**src/design/http_request_head_parser_macros.svh**
```systemverilog
// ---------------------------------------------------------------------------
// HTTP request head parser assertion macros
// Shared concurrent assertion forms used by the parser back end.
// ---------------------------------------------------------------------------
`ifndef HTTP_REQUEST_HEAD_PARSER_MACROS_SVH
`define HTTP_REQUEST_HEAD_PARSER_MACROS_SVH

// same-cycle implication, checked outside reset
`define HRHP_ASSERT_NOW(label, clk, rst_n, ante, cons) \
    label: assert property (@(posedge clk) disable iff (!(rst_n)) (ante) |-> (cons)) \
        else $error("hrhp: same-cycle check failed");

// next-cycle implication, checked outside reset
`define HRHP_ASSERT_NEXT(label, clk, rst_n, ante, cons) \
    label: assert property (@(posedge clk) disable iff (!(rst_n)) (ante) |=> (cons)) \
        else $error("hrhp: next-cycle check failed");

`endif

```
**src/design/hrhp_pkg.sv**
```systemverilog
// ---------------------------------------------------------------------------
// HTTP request head parser package
// Character constants, role/status/method codes and the classified byte type.
// ---------------------------------------------------------------------------
package hrhp_pkg;

    localparam logic [7:0] CH_CR    = 8'h0D;
    localparam logic [7:0] CH_LF    = 8'h0A;
    localparam logic [7:0] CH_SP    = 8'h20;
    localparam logic [7:0] CH_QMARK = 8'h3F;
    localparam logic [7:0] CH_COLON = 8'h3A;
    localparam logic [7:0] CH_ZERO  = 8'h30;
    localparam logic [7:0] CH_ONE   = 8'h31;

    localparam int NUM_METH = 3;
    localparam int METH_MAX = 4;
    localparam int VER_PFX_LEN = 7;

    // GET, POST, HEAD; unused tail of GET never compared
    localparam logic [0:NUM_METH-1][0:METH_MAX-1][7:0] METH_TEXT = '{
        '{8'h47, 8'h45, 8'h54, 8'h00},
        '{8'h50, 8'h4F, 8'h53, 8'h54},
        '{8'h48, 8'h45, 8'h41, 8'h44}
    };
    localparam logic [0:NUM_METH-1][3:0] METH_LEN = '{4'd3, 4'd4, 4'd4};

    localparam logic [0:VER_PFX_LEN-1][7:0] VER_PREFIX = "HTTP/1.";
    localparam logic [3:0] VER_LEN = 4'd8;

    // byte roles
    localparam logic [2:0] ROLE_METHOD = 3'd0;
    localparam logic [2:0] ROLE_PATH   = 3'd1;
    localparam logic [2:0] ROLE_QUERY  = 3'd2;
    localparam logic [2:0] ROLE_VER    = 3'd3;
    localparam logic [2:0] ROLE_HNAME  = 3'd4;
    localparam logic [2:0] ROLE_HVAL   = 3'd5;
    localparam logic [2:0] ROLE_SEP    = 3'd6;
    localparam logic [2:0] ROLE_BODY   = 3'd7;

    localparam logic [1:0] STAT_BUSY = 2'd0;
    localparam logic [1:0] STAT_OK   = 2'd1;
    localparam logic [1:0] STAT_ERR  = 2'd2;

    localparam logic [1:0] METH_NONE = 2'd0;
    localparam logic [1:0] METH_GET  = 2'd1;
    localparam logic [1:0] METH_POST = 2'd2;
    localparam logic [1:0] METH_HEAD = 2'd3;

    localparam logic [1:0] VER_NONE = 2'd0;
    localparam logic [1:0] VER_10   = 2'd1;
    localparam logic [1:0] VER_11   = 2'd2;

    // byte plus its precomputed character classes
    typedef struct packed {
        logic [7:0]                               data;
        logic                                     last;
        logic                                     is_cr;
        logic                                     is_lf;
        logic                                     is_space;
        logic                                     is_qmark;
        logic                                     is_colon;
        logic                                     is_zero;
        logic                                     is_one;
        logic [NUM_METH-1:0][METH_MAX-1:0]        meth_match;
        logic [VER_PFX_LEN-1:0]                   ver_match;
    } t_class;

endpackage

```
**src/design/hrhp_front.sv**
```systemverilog
// ---------------------------------------------------------------------------
// HTTP request head parser front end
// Accepts input bytes and tags them with character classes for the parser.
// ---------------------------------------------------------------------------
module hrhp_front
    import hrhp_pkg::*;
(
    input  logic       i_valid,
    output logic       o_stall,
    input  logic [7:0] i_data_byte,
    input  logic       i_last_byte,
    input  logic       i_q_full,
    output logic       o_push,
    output t_class     o_item
);

    assign o_stall = i_q_full;
    assign o_push  = i_valid && !i_q_full;

    always_comb begin
        o_item          = '0;
        o_item.data     = i_data_byte;
        o_item.last     = i_last_byte;
        o_item.is_cr    = (i_data_byte == CH_CR);
        o_item.is_lf    = (i_data_byte == CH_LF);
        o_item.is_space = (i_data_byte == CH_SP);
        o_item.is_qmark = (i_data_byte == CH_QMARK);
        o_item.is_colon = (i_data_byte == CH_COLON);
        o_item.is_zero  = (i_data_byte == CH_ZERO);
        o_item.is_one   = (i_data_byte == CH_ONE);
        for (int k = 0; k < NUM_METH; k++) begin
            for (int p = 0; p < METH_MAX; p++) begin
                o_item.meth_match[k][p] = (i_data_byte == METH_TEXT[k][p]);
            end
        end
        for (int p = 0; p < VER_PFX_LEN; p++) begin
            o_item.ver_match[p] = (i_data_byte == VER_PREFIX[p]);
        end
    end

endmodule

```
**src/design/hrhp_queue.sv**
```systemverilog
// ---------------------------------------------------------------------------
// HTTP request head parser queue
// Small FIFO of classified bytes between the front end and the parser.
// ---------------------------------------------------------------------------
module hrhp_queue
    import hrhp_pkg::*;
#(
    parameter int DEPTH = 2
) (
    input  logic   i_clk,
    input  logic   i_rst_n,
    input  logic   i_push,
    input  t_class i_item,
    output logic   o_full,
    input  logic   i_pop,
    output logic   o_nonempty,
    output t_class o_item
);

    localparam int PW = (DEPTH > 1) ? $clog2(DEPTH) : 1;
    localparam int CW = $clog2(DEPTH + 1);
    localparam logic [PW-1:0] LAST_PTR = PW'(DEPTH - 1);
    localparam logic [CW-1:0] FULL_CNT = CW'(DEPTH);

    t_class          r_mem [DEPTH];
    logic [PW-1:0]   r_wr_ptr, n_wr_ptr;
    logic [PW-1:0]   r_rd_ptr, n_rd_ptr;
    logic [CW-1:0]   r_count,  n_count;
    logic            do_push, do_pop;

    assign o_full     = (r_count == FULL_CNT);
    assign o_nonempty = (r_count != '0);
    assign o_item     = r_mem[r_rd_ptr];
    assign do_push    = i_push && !o_full;
    assign do_pop     = i_pop && o_nonempty;

    always_comb begin
        n_wr_ptr = r_wr_ptr;
        n_rd_ptr = r_rd_ptr;
        n_count  = r_count;
        if (do_push) begin
            n_wr_ptr = (r_wr_ptr == LAST_PTR) ? '0 : r_wr_ptr + 1'b1;
        end
        if (do_pop) begin
            n_rd_ptr = (r_rd_ptr == LAST_PTR) ? '0 : r_rd_ptr + 1'b1;
        end
        if (do_push && !do_pop) begin
            n_count = r_count + 1'b1;
        end else if (do_pop && !do_push) begin
            n_count = r_count - 1'b1;
        end
    end

    always_ff @(posedge i_clk) begin
        if (!i_rst_n) begin
            r_wr_ptr <= '0;
            r_rd_ptr <= '0;
            r_count  <= '0;
        end else begin
            r_wr_ptr <= n_wr_ptr;
            r_rd_ptr <= n_rd_ptr;
            r_count  <= n_count;
        end
    end

    always_ff @(posedge i_clk) begin
        if (do_push) begin
            r_mem[r_wr_ptr] <= i_item;
        end
    end

endmodule

```
**src/design/hrhp_back.sv**
```systemverilog
// ---------------------------------------------------------------------------
// HTTP request head parser back end
// Parse state machine over classified bytes, with a registered result stage.
// ---------------------------------------------------------------------------
`include "http_request_head_parser_macros.svh"

module hrhp_back
    import hrhp_pkg::*;
(
    input  logic       i_clk,
    input  logic       i_rst_n,
    input  logic       i_q_nonempty,
    input  t_class     i_item,
    output logic       o_pop,
    output logic       o_valid,
    input  logic       i_stall,
    output logic [7:0] o_byte_out,
    output logic [2:0] o_byte_role,
    output logic [1:0] o_parse_status,
    output logic [1:0] o_method_code,
    output logic [1:0] o_version_code,
    output logic       o_line_done,
    output logic       o_message_done
);

    localparam logic [2:0] PH_METHOD  = 3'd0;
    localparam logic [2:0] PH_PATH    = 3'd1;
    localparam logic [2:0] PH_QUERY   = 3'd2;
    localparam logic [2:0] PH_VERSION = 3'd3;
    localparam logic [2:0] PH_HNAME   = 3'd4;
    localparam logic [2:0] PH_HVALUE  = 3'd5;
    localparam logic [2:0] PH_BODY    = 3'd6;

    localparam logic [2:0] CAND_ALL = 3'b111;
    localparam logic [3:0] METH_POS_MAX = 4'd8;
    localparam logic [3:0] VER_POS_MAX  = 4'd9;
    localparam logic [3:0] VER_LAST_POS = 4'(VER_PFX_LEN);

    logic [2:0] r_phase, n_phase;
    logic [3:0] r_pos,   n_pos;
    logic [2:0] r_cand,  n_cand;
    logic [1:0] r_meth,  n_meth;
    logic [1:0] r_ver,   n_ver;
    logic       r_colon, n_colon;
    logic       r_empty, n_empty;
    logic       r_crp,   n_crp;
    logic       r_err,   n_err;

    logic       r_out_valid, n_out_valid;
    logic [7:0] r_byte;
    logic [2:0] r_role;
    logic [1:0] r_status;
    logic [1:0] r_meth_out;
    logic [1:0] r_ver_out;
    logic       r_ldone;
    logic       r_last;

    logic [2:0] role;
    logic       ldone;
    logic [1:0] status;
    logic       pop;

    assign pop   = i_q_nonempty && (!r_out_valid || !i_stall);
    assign o_pop = pop;

    always_comb begin
        n_phase = r_phase;
        n_pos   = r_pos;
        n_cand  = r_cand;
        n_meth  = r_meth;
        n_ver   = r_ver;
        n_colon = r_colon;
        n_empty = r_empty;
        n_crp   = r_crp;
        n_err   = r_err;
        role    = ROLE_BODY;
        ldone   = 1'b0;

        if (r_phase == PH_BODY) begin
            role = ROLE_BODY;
        end else if (r_crp && i_item.is_lf) begin
            // CRLF closes the current line
            n_crp = 1'b0;
            ldone = 1'b1;
            role  = ROLE_SEP;
            unique case (r_phase)
                PH_METHOD, PH_PATH, PH_QUERY: begin
                    n_err = 1'b1;
                end
                PH_VERSION: begin
                    if (r_pos != VER_LEN) begin
                        n_err = 1'b1;
                    end
                end
                default: begin
                    if (!r_empty && !r_colon) begin
                        n_err = 1'b1;
                    end
                end
            endcase
            if ((r_phase == PH_HNAME || r_phase == PH_HVALUE) && r_empty) begin
                n_phase = PH_BODY;
            end else begin
                n_phase = PH_HNAME;
                n_pos   = '0;
                n_colon = 1'b0;
                n_empty = 1'b1;
            end
        end else begin
            if (r_crp) begin
                // CR without LF
                n_crp = 1'b0;
                n_err = 1'b1;
            end
            if (i_item.is_cr) begin
                n_crp = 1'b1;
                role  = ROLE_SEP;
            end else begin
                unique case (r_phase)
                    PH_METHOD: begin
                        if (i_item.is_space) begin
                            priority if (r_pos == METH_LEN[2] && r_cand[2]) begin
                                n_meth = METH_HEAD;
                            end else if (r_pos == METH_LEN[1] && r_cand[1]) begin
                                n_meth = METH_POST;
                            end else if (r_pos == METH_LEN[0] && r_cand[0]) begin
                                n_meth = METH_GET;
                            end else begin
                                n_meth = METH_NONE;
                            end
                            if (n_meth == METH_NONE) begin
                                n_err = 1'b1;
                            end
                            n_phase = PH_PATH;
                            n_pos   = '0;
                            role    = ROLE_SEP;
                        end else begin
                            for (int k = 0; k < NUM_METH; k++) begin
                                if (!(r_pos < METH_LEN[k] && i_item.meth_match[k][r_pos[1:0]]))
                                begin
                                    n_cand[k] = 1'b0;
                                end
                            end
                            if (r_pos < METH_POS_MAX) begin
                                n_pos = r_pos + 1'b1;
                            end
                            role = ROLE_METHOD;
                        end
                    end
                    PH_PATH, PH_QUERY: begin
                        if (i_item.is_space) begin
                            n_phase = PH_VERSION;
                            n_pos   = '0;
                            role    = ROLE_SEP;
                        end else if (i_item.is_qmark || r_phase == PH_QUERY) begin
                            n_phase = PH_QUERY;
                            role    = ROLE_QUERY;
                        end else begin
                            role = ROLE_PATH;
                        end
                    end
                    PH_VERSION: begin
                        if (r_pos < VER_LAST_POS) begin
                            if (!i_item.ver_match[r_pos[2:0]]) begin
                                n_err = 1'b1;
                            end
                        end else if (r_pos == VER_LAST_POS) begin
                            priority if (i_item.is_one) begin
                                n_ver = VER_11;
                            end else if (i_item.is_zero) begin
                                n_ver = VER_10;
                            end else begin
                                n_err = 1'b1;
                            end
                        end else begin
                            n_err = 1'b1;
                        end
                        if (r_pos < VER_POS_MAX) begin
                            n_pos = r_pos + 1'b1;
                        end
                        role = ROLE_VER;
                    end
                    PH_HNAME: begin
                        n_empty = 1'b0;
                        if (i_item.is_colon) begin
                            n_colon = 1'b1;
                            n_phase = PH_HVALUE;
                            role    = ROLE_SEP;
                        end else begin
                            role = ROLE_HNAME;
                        end
                    end
                    default: begin
                        n_empty = 1'b0;
                        role    = ROLE_HVAL;
                    end
                endcase
            end
        end

        status = n_err ? STAT_ERR : STAT_BUSY;
        if (i_item.last) begin
            status = (!n_err && (ldone || n_phase == PH_BODY)) ? STAT_OK : STAT_ERR;
        end
    end

    always_comb begin
        n_out_valid = r_out_valid;
        if (pop) begin
            n_out_valid = 1'b1;
        end else if (!i_stall) begin
            n_out_valid = 1'b0;
        end
    end

    always_ff @(posedge i_clk) begin
        if (!i_rst_n) begin
            r_phase     <= PH_METHOD;
            r_pos       <= '0;
            r_cand      <= CAND_ALL;
            r_meth      <= METH_NONE;
            r_ver       <= VER_NONE;
            r_colon     <= 1'b0;
            r_empty     <= 1'b1;
            r_crp       <= 1'b0;
            r_err       <= 1'b0;
            r_out_valid <= 1'b0;
        end else begin
            r_out_valid <= n_out_valid;
            if (pop) begin
                if (i_item.last) begin
                    // message over: start fresh for the next one
                    r_phase <= PH_METHOD;
                    r_pos   <= '0;
                    r_cand  <= CAND_ALL;
                    r_meth  <= METH_NONE;
                    r_ver   <= VER_NONE;
                    r_colon <= 1'b0;
                    r_empty <= 1'b1;
                    r_crp   <= 1'b0;
                    r_err   <= 1'b0;
                end else begin
                    r_phase <= n_phase;
                    r_pos   <= n_pos;
                    r_cand  <= n_cand;
                    r_meth  <= n_meth;
                    r_ver   <= n_ver;
                    r_colon <= n_colon;
                    r_empty <= n_empty;
                    r_crp   <= n_crp;
                    r_err   <= n_err;
                end
            end
        end
    end

    always_ff @(posedge i_clk) begin
        if (pop) begin
            r_byte     <= i_item.data;
            r_role     <= role;
            r_status   <= status;
            r_meth_out <= n_meth;
            r_ver_out  <= n_ver;
            r_ldone    <= ldone;
            r_last     <= i_item.last;
        end
    end

    assign o_valid        = r_out_valid;
    assign o_byte_out     = r_byte;
    assign o_byte_role    = r_role;
    assign o_parse_status = r_status;
    assign o_method_code  = r_meth_out;
    assign o_version_code = r_ver_out;
    assign o_line_done    = r_ldone;
    assign o_message_done = r_last;

    `HRHP_ASSERT_NOW(a_ldone_is_lf, i_clk, i_rst_n, o_valid && o_line_done, o_byte_out == CH_LF)
    `HRHP_ASSERT_NOW(a_ok_only_at_end, i_clk, i_rst_n,
        o_valid && (o_parse_status == STAT_OK), o_message_done)
    `HRHP_ASSERT_NOW(a_body_no_cr, i_clk, i_rst_n, r_phase == PH_BODY, !r_crp)
    `HRHP_ASSERT_NEXT(a_reset_after_last, i_clk, i_rst_n, pop && i_item.last,
        (r_phase == PH_METHOD) && (r_cand == CAND_ALL) && !r_err)

endmodule

```
**src/design/http_request_head_parser.sv**
```systemverilog
// ---------------------------------------------------------------------------
// HTTP request head parser
// Tags each byte of an HTTP/1.x request buffer with its role and checks the
// method, version and header syntax; the verdict is final on the last byte.
// ---------------------------------------------------------------------------
// Takes one byte per cycle while neither side stalls and returns one result
// per byte, in order. A byte passes through a classifier, a QUEUE_DEPTH-entry
// queue and the parse state machine, which updates once per byte; results
// leave from an output register after the queue, and sustained throughput is
// one transaction per cycle while unstalled. While the output is stalled the
// queue fills up to QUEUE_DEPTH transactions behind the output register; the
// input stalls once the queue is full.
// All parse state clears after the byte flagged as last.
module http_request_head_parser
    import hrhp_pkg::*;
#(
    parameter int QUEUE_DEPTH = 2
) (
    input  logic       i_clk,
    input  logic       i_rst_n,
    input  logic       i_valid,
    output logic       o_stall,
    input  logic [7:0] i_data_byte,
    input  logic       i_last_byte,
    output logic       o_valid,
    input  logic       i_stall,
    output logic [7:0] o_byte_out,
    output logic [2:0] o_byte_role,
    output logic [1:0] o_parse_status,
    output logic [1:0] o_method_code,
    output logic [1:0] o_version_code,
    output logic       o_line_done,
    output logic       o_message_done
);

    t_class front_item;
    t_class queue_item;
    logic   q_full;
    logic   q_nonempty;
    logic   push;
    logic   pop;

    hrhp_front u_front (
        .i_valid     (i_valid),
        .o_stall     (o_stall),
        .i_data_byte (i_data_byte),
        .i_last_byte (i_last_byte),
        .i_q_full    (q_full),
        .o_push      (push),
        .o_item      (front_item)
    );

    hrhp_queue #(
        .DEPTH (QUEUE_DEPTH)
    ) u_queue (
        .i_clk      (i_clk),
        .i_rst_n    (i_rst_n),
        .i_push     (push),
        .i_item     (front_item),
        .o_full     (q_full),
        .i_pop      (pop),
        .o_nonempty (q_nonempty),
        .o_item     (queue_item)
    );

    hrhp_back u_back (
        .i_clk          (i_clk),
        .i_rst_n        (i_rst_n),
        .i_q_nonempty   (q_nonempty),
        .i_item         (queue_item),
        .o_pop          (pop),
        .o_valid        (o_valid),
        .i_stall        (i_stall),
        .o_byte_out     (o_byte_out),
        .o_byte_role    (o_byte_role),
        .o_parse_status (o_parse_status),
        .o_method_code  (o_method_code),
        .o_version_code (o_version_code),
        .o_line_done    (o_line_done),
        .o_message_done (o_message_done)
    );

endmodule
```
**config.mk**
```make
export PLATFORM = sky130hd
export DESIGN_NAME = http_request_head_parser
export DESIGN_NICKNAME = d
export VERILOG_FILES = /design/src/design/hrhp_pkg.sv /design/src/design/hrhp_front.sv /design/src/design/hrhp_queue.sv /design/src/design/hrhp_back.sv /design/src/design/http_request_head_parser.sv
export VERILOG_INCLUDE_DIRS = /design/src /design/src/design
export SDC_FILE = /design/constraint.sdc
export NUM_CORES = 1
export LEC_CHECK = 0
export BUFFER_PORTS_ARGS = -buffer_cell sky130_fd_sc_hd__buf_2
export CORE_ASPECT_RATIO = 0.5
export CORE_MARGIN = 3
export CORE_UTILIZATION = 60
export DETAILED_ROUTE_END_ITERATION = 16
export GPL_ROUTABILITY_DRIVEN = 0
export GPL_TIMING_DRIVEN = 0
export PLACE_DENSITY = 0.88
export SETUP_SLACK_MARGIN = 0.2
export SKIP_CTS_REPAIR_TIMING = 1
export SLEW_MARGIN = 20
export SYNTH_ARGS = -nofsm -noshare
export SYNTH_HDL_FRONTEND = slang
export SYNTH_SLANG_ARGS = --single-unit
```
**constraint.sdc**
```tcl
create_clock -name i_clk -period 7.1 [get_ports i_clk]
set_clock_uncertainty 0.05 [all_clocks]
set_input_delay 0.355 -clock i_clk [delete_from_list [all_inputs] [get_ports i_clk]]
set_output_delay 0.355 -clock i_clk [all_outputs]
set_load 0.1 [all_outputs]
```
==> key figures, run 1 <==
Status
  – Outcome: finished, final reports clean

Timing
  – Max-slew violation count: 0
  – Final setup fails: 0
  – Final Hold Vio Count: 0
  – Fraction of the cycle the final worst path needs: 34.1%
  – Total negative slack for setup checks: 0 ns
  – Highest clock frequency the design can meet: about 0.41 GHz
  – Worst Max-Slew Pin Slew: roughly 0.80 ns
  – Tmin final: around 2.4 ns
  – RSZ-0062 raised after global routing: false
  – Max-slew headroom: ~46%

Synthesis
  – Post-synth cell types: 62
  – Post-synthesis instance area: 0.00446 mm²
  – Library cell with the largest summed area after synthesis: sky130_fd_sc_hd__edfxtp_1
  – Area fraction of the dominant cell type after synthesis: between 50 and 60%
  – Share of synthesized area occupied by flip-flops and latches: between 60 and 70%
  – Top cells by area in the synthesized netlist: sky130_fd_sc_hd__edfxtp_1, sky130_fd_sc_hd__dfxtp_1, sky130_fd_sc_hd__mux2_2, sky130_fd_sc_hd__nor2_1, sky130_fd_sc_hd__a21oi_1
  – Synth Area in XOR/XNOR: less than 1%
  – EDFF count, synth: 75
  – Compound-gate portion of the synthesized area: about 11%
  – Total of warnings raised by yosys: 0
  – Dominant combinational cell family by area after synthesis: simple AND/OR/NAND/NOR gates
  – Cells after Synth: 353
  – Adder and majority cell fraction of the synthesized area: ~1.1%
  – Synthesized net count: 370
  – FF+latch count, synth: ~100
  – Post-synthesis simple-gate area fraction: a little over an eighth
  – Post-synthesis area per instance: ~13 µm²
  – Post-synthesis mux area share: 9.26%
  – Most frequently used flop master after synthesis: sky130_fd_sc_hd__edfxtp_1
  – Asr flop ratio synth: 0%

Die
  – Initial core utilization: 64.3%
  – Height of the die: 67.0 µm
  – # rows: 21
  – Die Footprint: 0.00857 mm²
  – Horiz. Die Dim: 128 µm
  – Standard cell core area: between 0.006 and 0.007 mm²
  – Total I/O pin count: 34

Global routing
  – Vias in the first global route: 2973
  – Global-route wire length before repair: approximately 15 mm
  – GR Overflow Total: 0
  – Maximum number of pins on one net before global-route repair: 29
  – Number of antenna violations at the first check in global routing: 0
  – Overall Global Routing Usage: a little under a quarter

Pwr
  – Leakage power of the design: between 1.5 and 2 nW
  – Areal power density over the cells: between 400 and 500 mW/mm²
  – Max IR drop VDD: between 0.0002 and 0.00025 V
  – Total design power: roughly 2.2 mW

Routing
  – Detailed-route DRC error count: 0
  – Routed WL per cell: ~19 µm
  – DRC marker count from the first detailed-route iteration: between 300 and 400
  – Detailed Route WL: 9.53 mm
  – First-pass iteration count of the detailed router: 5
  – Number of vias after detailed routing: 3164
  – Mean number of vias per cell: 6.39
  – Antenna-violating nets left: 0

Placement
  – Number of I/O port buffers: 33
  – DPL Wire Length: 6.32 mm

Setup path
  – Crit start category: register
  – WP data required: approximately 7 ns
  – Arrival time worst endpoint: roughly 2.5 ns
  – Max FO, Critical Path: 10
  – Setup Crit Path Kind: register to register
  – Kind of end point of the critical path: register

Job
  – Maximum Capacitance Violations: 0

Finish
  – Number of diodes: 0
  – Signed area change from the synthesized netlist to the final layout: 13.5%
  – Layout cell share with drive strength beyond 1: roughly 20%
  – Fillers: 462
  – Net count of the finished layout: a little over 400

Clock tree
  – Number of CTS-inserted buffers: 9
  – CTS root buffer: sky130_fd_sc_hd__clkbuf_16
  – H-Tree Level Count: 3
  – Total number of clock tree sinks: slightly below 100
  – Clock tree from TritonCTS: done
  – Maximum root-to-sink buffer count: 2
  – Clock-pin slew on the worst setup and hold paths: about 0.070 ns
  – Skew-Pair Late Insertion Delay: 0.35 ns

Min path
  – Worst hold-check path type: input pin to register
routing by layer:
layer | vias up | part of all wire (%) | track usage [%]
met5 | - | 0 | 0
met4 | 0 | 1.8 | 8.20
met1 | 1479 | 42 | 29.9
met3 | 25 | 11 | 9.21
met2 | 213 | 45 | 37.8
li1 | 1447 | - | -
cell type report:
cell class / instances / area (µm²) / share of cell area [%]
repair buffers: 34 / 185 / 3.66
plain buffers: 14 / 77.6 / 1.53
clock buffers: 10 / 229 / 4.52
well taps: 92 / 115 / 2.27
multi-input cells: 226 / 1610 / 31.7
flip-flops and latches: 99 / 2730 / 54.0
inverters: 14 / 52.6 / 1.04
clock inverters: 6 / 63.8 / 1.26
Yosys cell counts (8+ instances only):
master,number
sky130_fd_sc_hd__inv_1,12
sky130_fd_sc_hd__nor2_1,37
sky130_fd_sc_hd__a21oi_1,18
sky130_fd_sc_hd__and3_1,8
sky130_fd_sc_hd__mux2_2,15
sky130_fd_sc_hd__o21ai_0,11
sky130_fd_sc_hd__nand2_1,15
sky130_fd_sc_hd__clkbuf_1,11
sky130_fd_sc_hd__dfxtp_1,24
sky130_fd_sc_hd__mux2i_1,9
sky130_fd_sc_hd__edfxtp_1,75
sky130_fd_sc_hd__nor4_1,8
cells in the final DEF, fill, tap and decap left out, types with 3 or more instances in the layout:
cell type / count
sky130_fd_sc_hd__nor4_1: 8
sky130_fd_sc_hd__or3_1: 3
sky130_fd_sc_hd__dfxtp_1: 24
sky130_fd_sc_hd__mux2_2: 15
sky130_fd_sc_hd__clkbuf_1: 12
sky130_fd_sc_hd__mux2_4: 4
sky130_fd_sc_hd__nor3_1: 6
sky130_fd_sc_hd__nand2b_1: 5
sky130_fd_sc_hd__mux2i_1: 9
sky130_fd_sc_hd__mux4_2: 3
sky130_fd_sc_hd__clkbuf_16: 9
sky130_fd_sc_hd__nand3_1: 6
sky130_fd_sc_hd__a31oi_1: 5
sky130_fd_sc_hd__o211ai_1: 6
sky130_fd_sc_hd__nand3b_1: 6
sky130_fd_sc_hd__ha_1: 4
sky130_fd_sc_hd__and3_1: 7
sky130_fd_sc_hd__a21oi_1: 18
sky130_fd_sc_hd__xor2_1: 3
sky130_fd_sc_hd__a211o_1: 3
sky130_fd_sc_hd__nor2_1: 36
sky130_fd_sc_hd__edfxtp_1: 75
sky130_fd_sc_hd__nand2_1: 15
sky130_fd_sc_hd__buf_2: 34
sky130_fd_sc_hd__nand4_1: 4
sky130_fd_sc_hd__nor2b_1: 5
sky130_fd_sc_hd__inv_1: 12
sky130_fd_sc_hd__o21ai_0: 11
worst paths after layout:
check | slack (ns) | depth (start not counted) | end | startpoint
min | 0.15 | 1 | u_queue.r_mem[1][26] | i_last_byte
max | 4.68 | 7 | u_back.o_parse_status[0] | u_back.r_pos[1]
min reg2reg | 0.43 | 2 | u_back.o_valid | u_back.o_valid
max reg2reg | 4.68 | 7 | u_back.o_parse_status[0] | u_back.r_pos[1]
cell families (layout without fill, tap and decap cells):
family / count (synthesis) / after routing
buffers and inverters: 28 / 78
XOR/XNOR: 5 / 5
flip-flops: 99 / 99
adder cells (fa/ha/maj): 4 / 4
AND/OR/NAND/NOR: 114 / 114
multiplexers: 32 / 32
AO/OA/AOI/OAI: 71 / 71
power by group:
part | leakage [nW] | switching, mW | internal, mW
registers | 0.913 | 0.0467 | 0.772
clock network | 0.140 | 0.213 | 0.273
logic | 0.762 | 0.665 | 0.228
critical path: stages (launching register included):
cell and delay (ns):
sky130_fd_sc_hd__dfxtp_1 0.33, sky130_fd_sc_hd__clkbuf_1 0.37, sky130_fd_sc_hd__inv_1 0.23, sky130_fd_sc_hd__ha_1 0.28, sky130_fd_sc_hd__and4_1 0.20, sky130_fd_sc_hd__o21ai_0 0.37
sky130_fd_sc_hd__a21oi_1 0.16, sky130_fd_sc_hd__and3_1 0.20
registers in the layout, indices dropped and copies added, names as in the netlist, named ones only:
signal,flops
u_back.o_line_done,1
u_back.o_byte_out,8
u_back.r_cand,3
u_back.r_ver,2
u_back.r_empty,1
u_back.r_meth,2
u_back.o_version_code,2
u_queue.r_rd_ptr,1
u_back.o_method_code,2
u_back.r_err,1
u_back.o_message_done,1
u_back.r_crp,1
u_back.o_byte_role,3
u_back.r_pos,4
u_back.o_valid,1
u_queue.r_wr_ptr,1
u_back.r_colon,1
u_queue.r_count,2
u_back.r_phase,3
u_queue.r_mem,56
u_back.o_parse_status,2
through the flow:
stage | std cells | instance area [µm²] | setup slack (ns) | hold slack (ns) | utilization, %
6_report | 495 | 5060 | 4.68 | 0.147 | 73.0
5_1_grt | 495 | 5060 | 4.54 | 0.138 | 73.0
4_1_cts | 495 | 5060 | 4.75 | 0.138 | 73.0
3_5_place_dp | 479 | 4770 | 4.76 | 0.424 | 68.7
3_3_place_gp | 478 | 4740 | 4.27 | 0.404 | 68.3
2_1_floorplan | 353 | 4460 | 4.77 | 0.388 | -
(Power assumes the default switching activity.)
==> run 2: changes to the inputs <==
==> constraint.sdc (replaced) <==
create_clock -name i_clk -period 2.45 [get_ports i_clk]
set_clock_uncertainty 0.05 [all_clocks]
set_input_delay 0.1225 -clock i_clk [delete_from_list [all_inputs] [get_ports i_clk]]
set_output_delay 0.1225 -clock i_clk [all_outputs]
set_load 0.1 [all_outputs]
==> key figures, run 2 (same netlist as run 1, synthesis figures left out) <==
Pwr
  – Max IR drop VDD: 0.000649 V (+170%)
  – Leakage power of the design: 1.85 nW (+1.7%)
  – Total design power: 6.33 mW (+190%)
  – Areal power density over the cells: 1230 mW/mm² (+180%)

Finish
  – Signed area change from the synthesized netlist to the final layout: 15.2%
  – Leading cell types in the layout, fill and taps excluded: sky130_fd_sc_hd__edfxtp_1, sky130_fd_sc_hd__nor2_1, sky130_fd_sc_hd__buf_2
  – Max reg flops: 56 (unchanged)
  – Net count of the finished layout: 422 (+1.7%)
  – Post-layout instance area: 0.00513 mm² (+1.5%)
  – Number of diodes: 0 (unchanged)
  – Commonest non-fill, non-tap cell in the layout: sky130_fd_sc_hd__edfxtp_1
  – Register containing the most flip-flops in the final layout: u_queue.r_mem
  – Fillers: 452 (-2.2%)
  – Layout cell share with drive strength beyond 1: 22.9% (+2.6 points)

Timing
  – Max-slew violation count: 0 (unchanged)
  – Max-slew headroom: 44.7% (-1.4 points)
  – Final setup fails: 0 (unchanged)
  – Total negative slack for setup checks: 0 ns (unchanged)
  – Tmin final: 2.23 ns (-0.187 ns)
  – Fraction of the cycle the final worst path needs: 91.1% (+57 points)
  – Highest clock frequency the design can meet: 0.448 GHz (+8.4%)
  – RSZ-0062 raised after global routing: true
  – Worst Max-Slew Pin Slew: 0.828 ns (+0.0276 ns)
  – Final Hold Vio Count: 0 (unchanged)

Routing
  – First-pass iteration count of the detailed router: 6 (+1)
  – Detailed-route DRC error count: 0 (unchanged)
  – DRC marker count from the first detailed-route iteration: 482 (+21%)
  – Antenna-violating nets left: 0 (unchanged)
  – Detailed Route WL: 9.67 mm (+1.4%)
  – Mean number of vias per cell: 6.36 (-0.43%)
  – Number of vias after detailed routing: 3195 (+0.98%)
  – Routed WL per cell: 19.3 µm (about the same)

Setup path
  – WP data required: 2.49 ns (-4.67 ns)
  – Largest stage delay on the critical path: 0.41 ns (+0.04 ns)
  – CP Cell Sequence: buf_6, buf_12, buf_2, mux2i_2, nand2_1, or3_1
  – Kind of end point of the critical path: register
  – Max FO, Critical Path: 10 (unchanged)
  – Crit start category: register
  – Setup Crit Path Kind: register to register
  – Arrival time worst endpoint: 2.27 ns (-0.21 ns)
  – Slowest CP cell: sky130_fd_sc_hd__mux2i_2

Clock tree
  – Clock tree from TritonCTS: done
  – Clock-pin slew on the worst setup and hold paths: 0.06 ns (about the same)
  – H-Tree Level Count: 3 (unchanged)
  – Number of CTS-inserted buffers: 9 (unchanged)
  – Maximum root-to-sink buffer count: 2 (unchanged)
  – Skew-Pair Late Insertion Delay: 0.35 ns (about the same)
  – Total number of clock tree sinks: 99 (unchanged)
  – CTS root buffer: sky130_fd_sc_hd__clkbuf_16

Global routing
  – Vias in the first global route: 3047 (+2.5%)
  – Global-route wire length before repair: 15.5 mm (+3.5%)
  – Overall Global Routing Usage: 24.1% (+0.37 points)
  – Maximum number of pins on one net before global-route repair: 29 (unchanged)
  – Number of antenna violations at the first check in global routing: 0 (unchanged)
  – GR Overflow Total: 0 (unchanged)

Min path
  – Worst hold-check path type: input pin to register

Die
  – Total I/O pin count: 34 (unchanged)
  – Height of the die: 67.0 µm (unchanged)
  – Initial core utilization: 64.3% (unchanged)
  – Horiz. Die Dim: 128 µm (unchanged)
  – Standard cell core area: 0.00694 mm² (unchanged)
  – Die Footprint: 0.00857 mm² (unchanged)
  – # rows: 21 (unchanged)

Status
  – Outcome: finished, final reports clean

Placement
  – DPL Wire Length: 6.33 mm (+0.26%)
  – Cell area after placement: 0.00475 mm² (-0.39%)
  – Number of I/O port buffers: 33 (unchanged)

Job
  – Maximum Capacitance Violations: 0 (unchanged)
==> run 2: cell types whose count changed in the layout (fill, tap and decap cells not counted), sizes merged <==
cell,delta
dlygate4sd3,+6
bufinv,-1
buf,+1
clkinv,+3
inv,-2
==> run 2: power by group <==
group	switching (mW)	leakage, nW	internal, mW
clock	0.600	0.130	0.688
combinational	1.97	0.803	0.699
sequential	0.139	0.914	2.24
==> run 2: final timing paths <==
check            startpoint                    end  slack (ns)  cells past startpoint
max                register  u_back.o_byte_role[2]        0.22                      6
min                 i_stall         u_back.o_valid        0.01                      3
max reg2reg        register  u_back.o_byte_role[2]        0.22                      6
min reg2reg  u_back.r_colon         u_back.r_colon        0.44                      2
==> run 2: per-stage QoR <==
stage	worst slack (ns)	hold slack [ns]	instances	util (%)
finish	0.217	0.0100	502	74.0
global placement	0.166	0.262	478	68.4
CTS	0.0329	-0.0851	494	72.4
detailed placement	0.0796	0.275	478	68.5
floorplan	0.406	0.171	353	-
global route	0.141	0.0257	502	74.0
==> run 2: critical path: cells and delay by family, from the launching register on <==
| family | cells | cell delay, ns |
|---|---|---|
| muxes | 1 | 0.41 |
| buffers and inverters | 3 | 0.63 |
| and+or+nand+nor | 2 | 0.51 |
| DFF | 1 | 0.36 |
==> run 2: final cells by class <==
type | instances | area, µm² | area share (%)
clock buffer | 10 | 229 | 4.46
timing repair buffer | 41 | 240 | 4.68
multi-input combinational | 226 | 1640 | 31.9
sequential | 99 | 2730 | 53.2
tap | 92 | 115 | 2.24
inverter | 14 | 57.6 | 1.12
clock inverter | 6 | 42.5 | 0.828
buffer | 14 | 80.1 | 1.56
==> run 2: metal layers <==
metal  part of all wire, %  GRT usage (%)
met1                    43           30.7
met2                    46           39.1
met3                   8.6           7.13
met4                   2.3           9.66
met5                     0              0
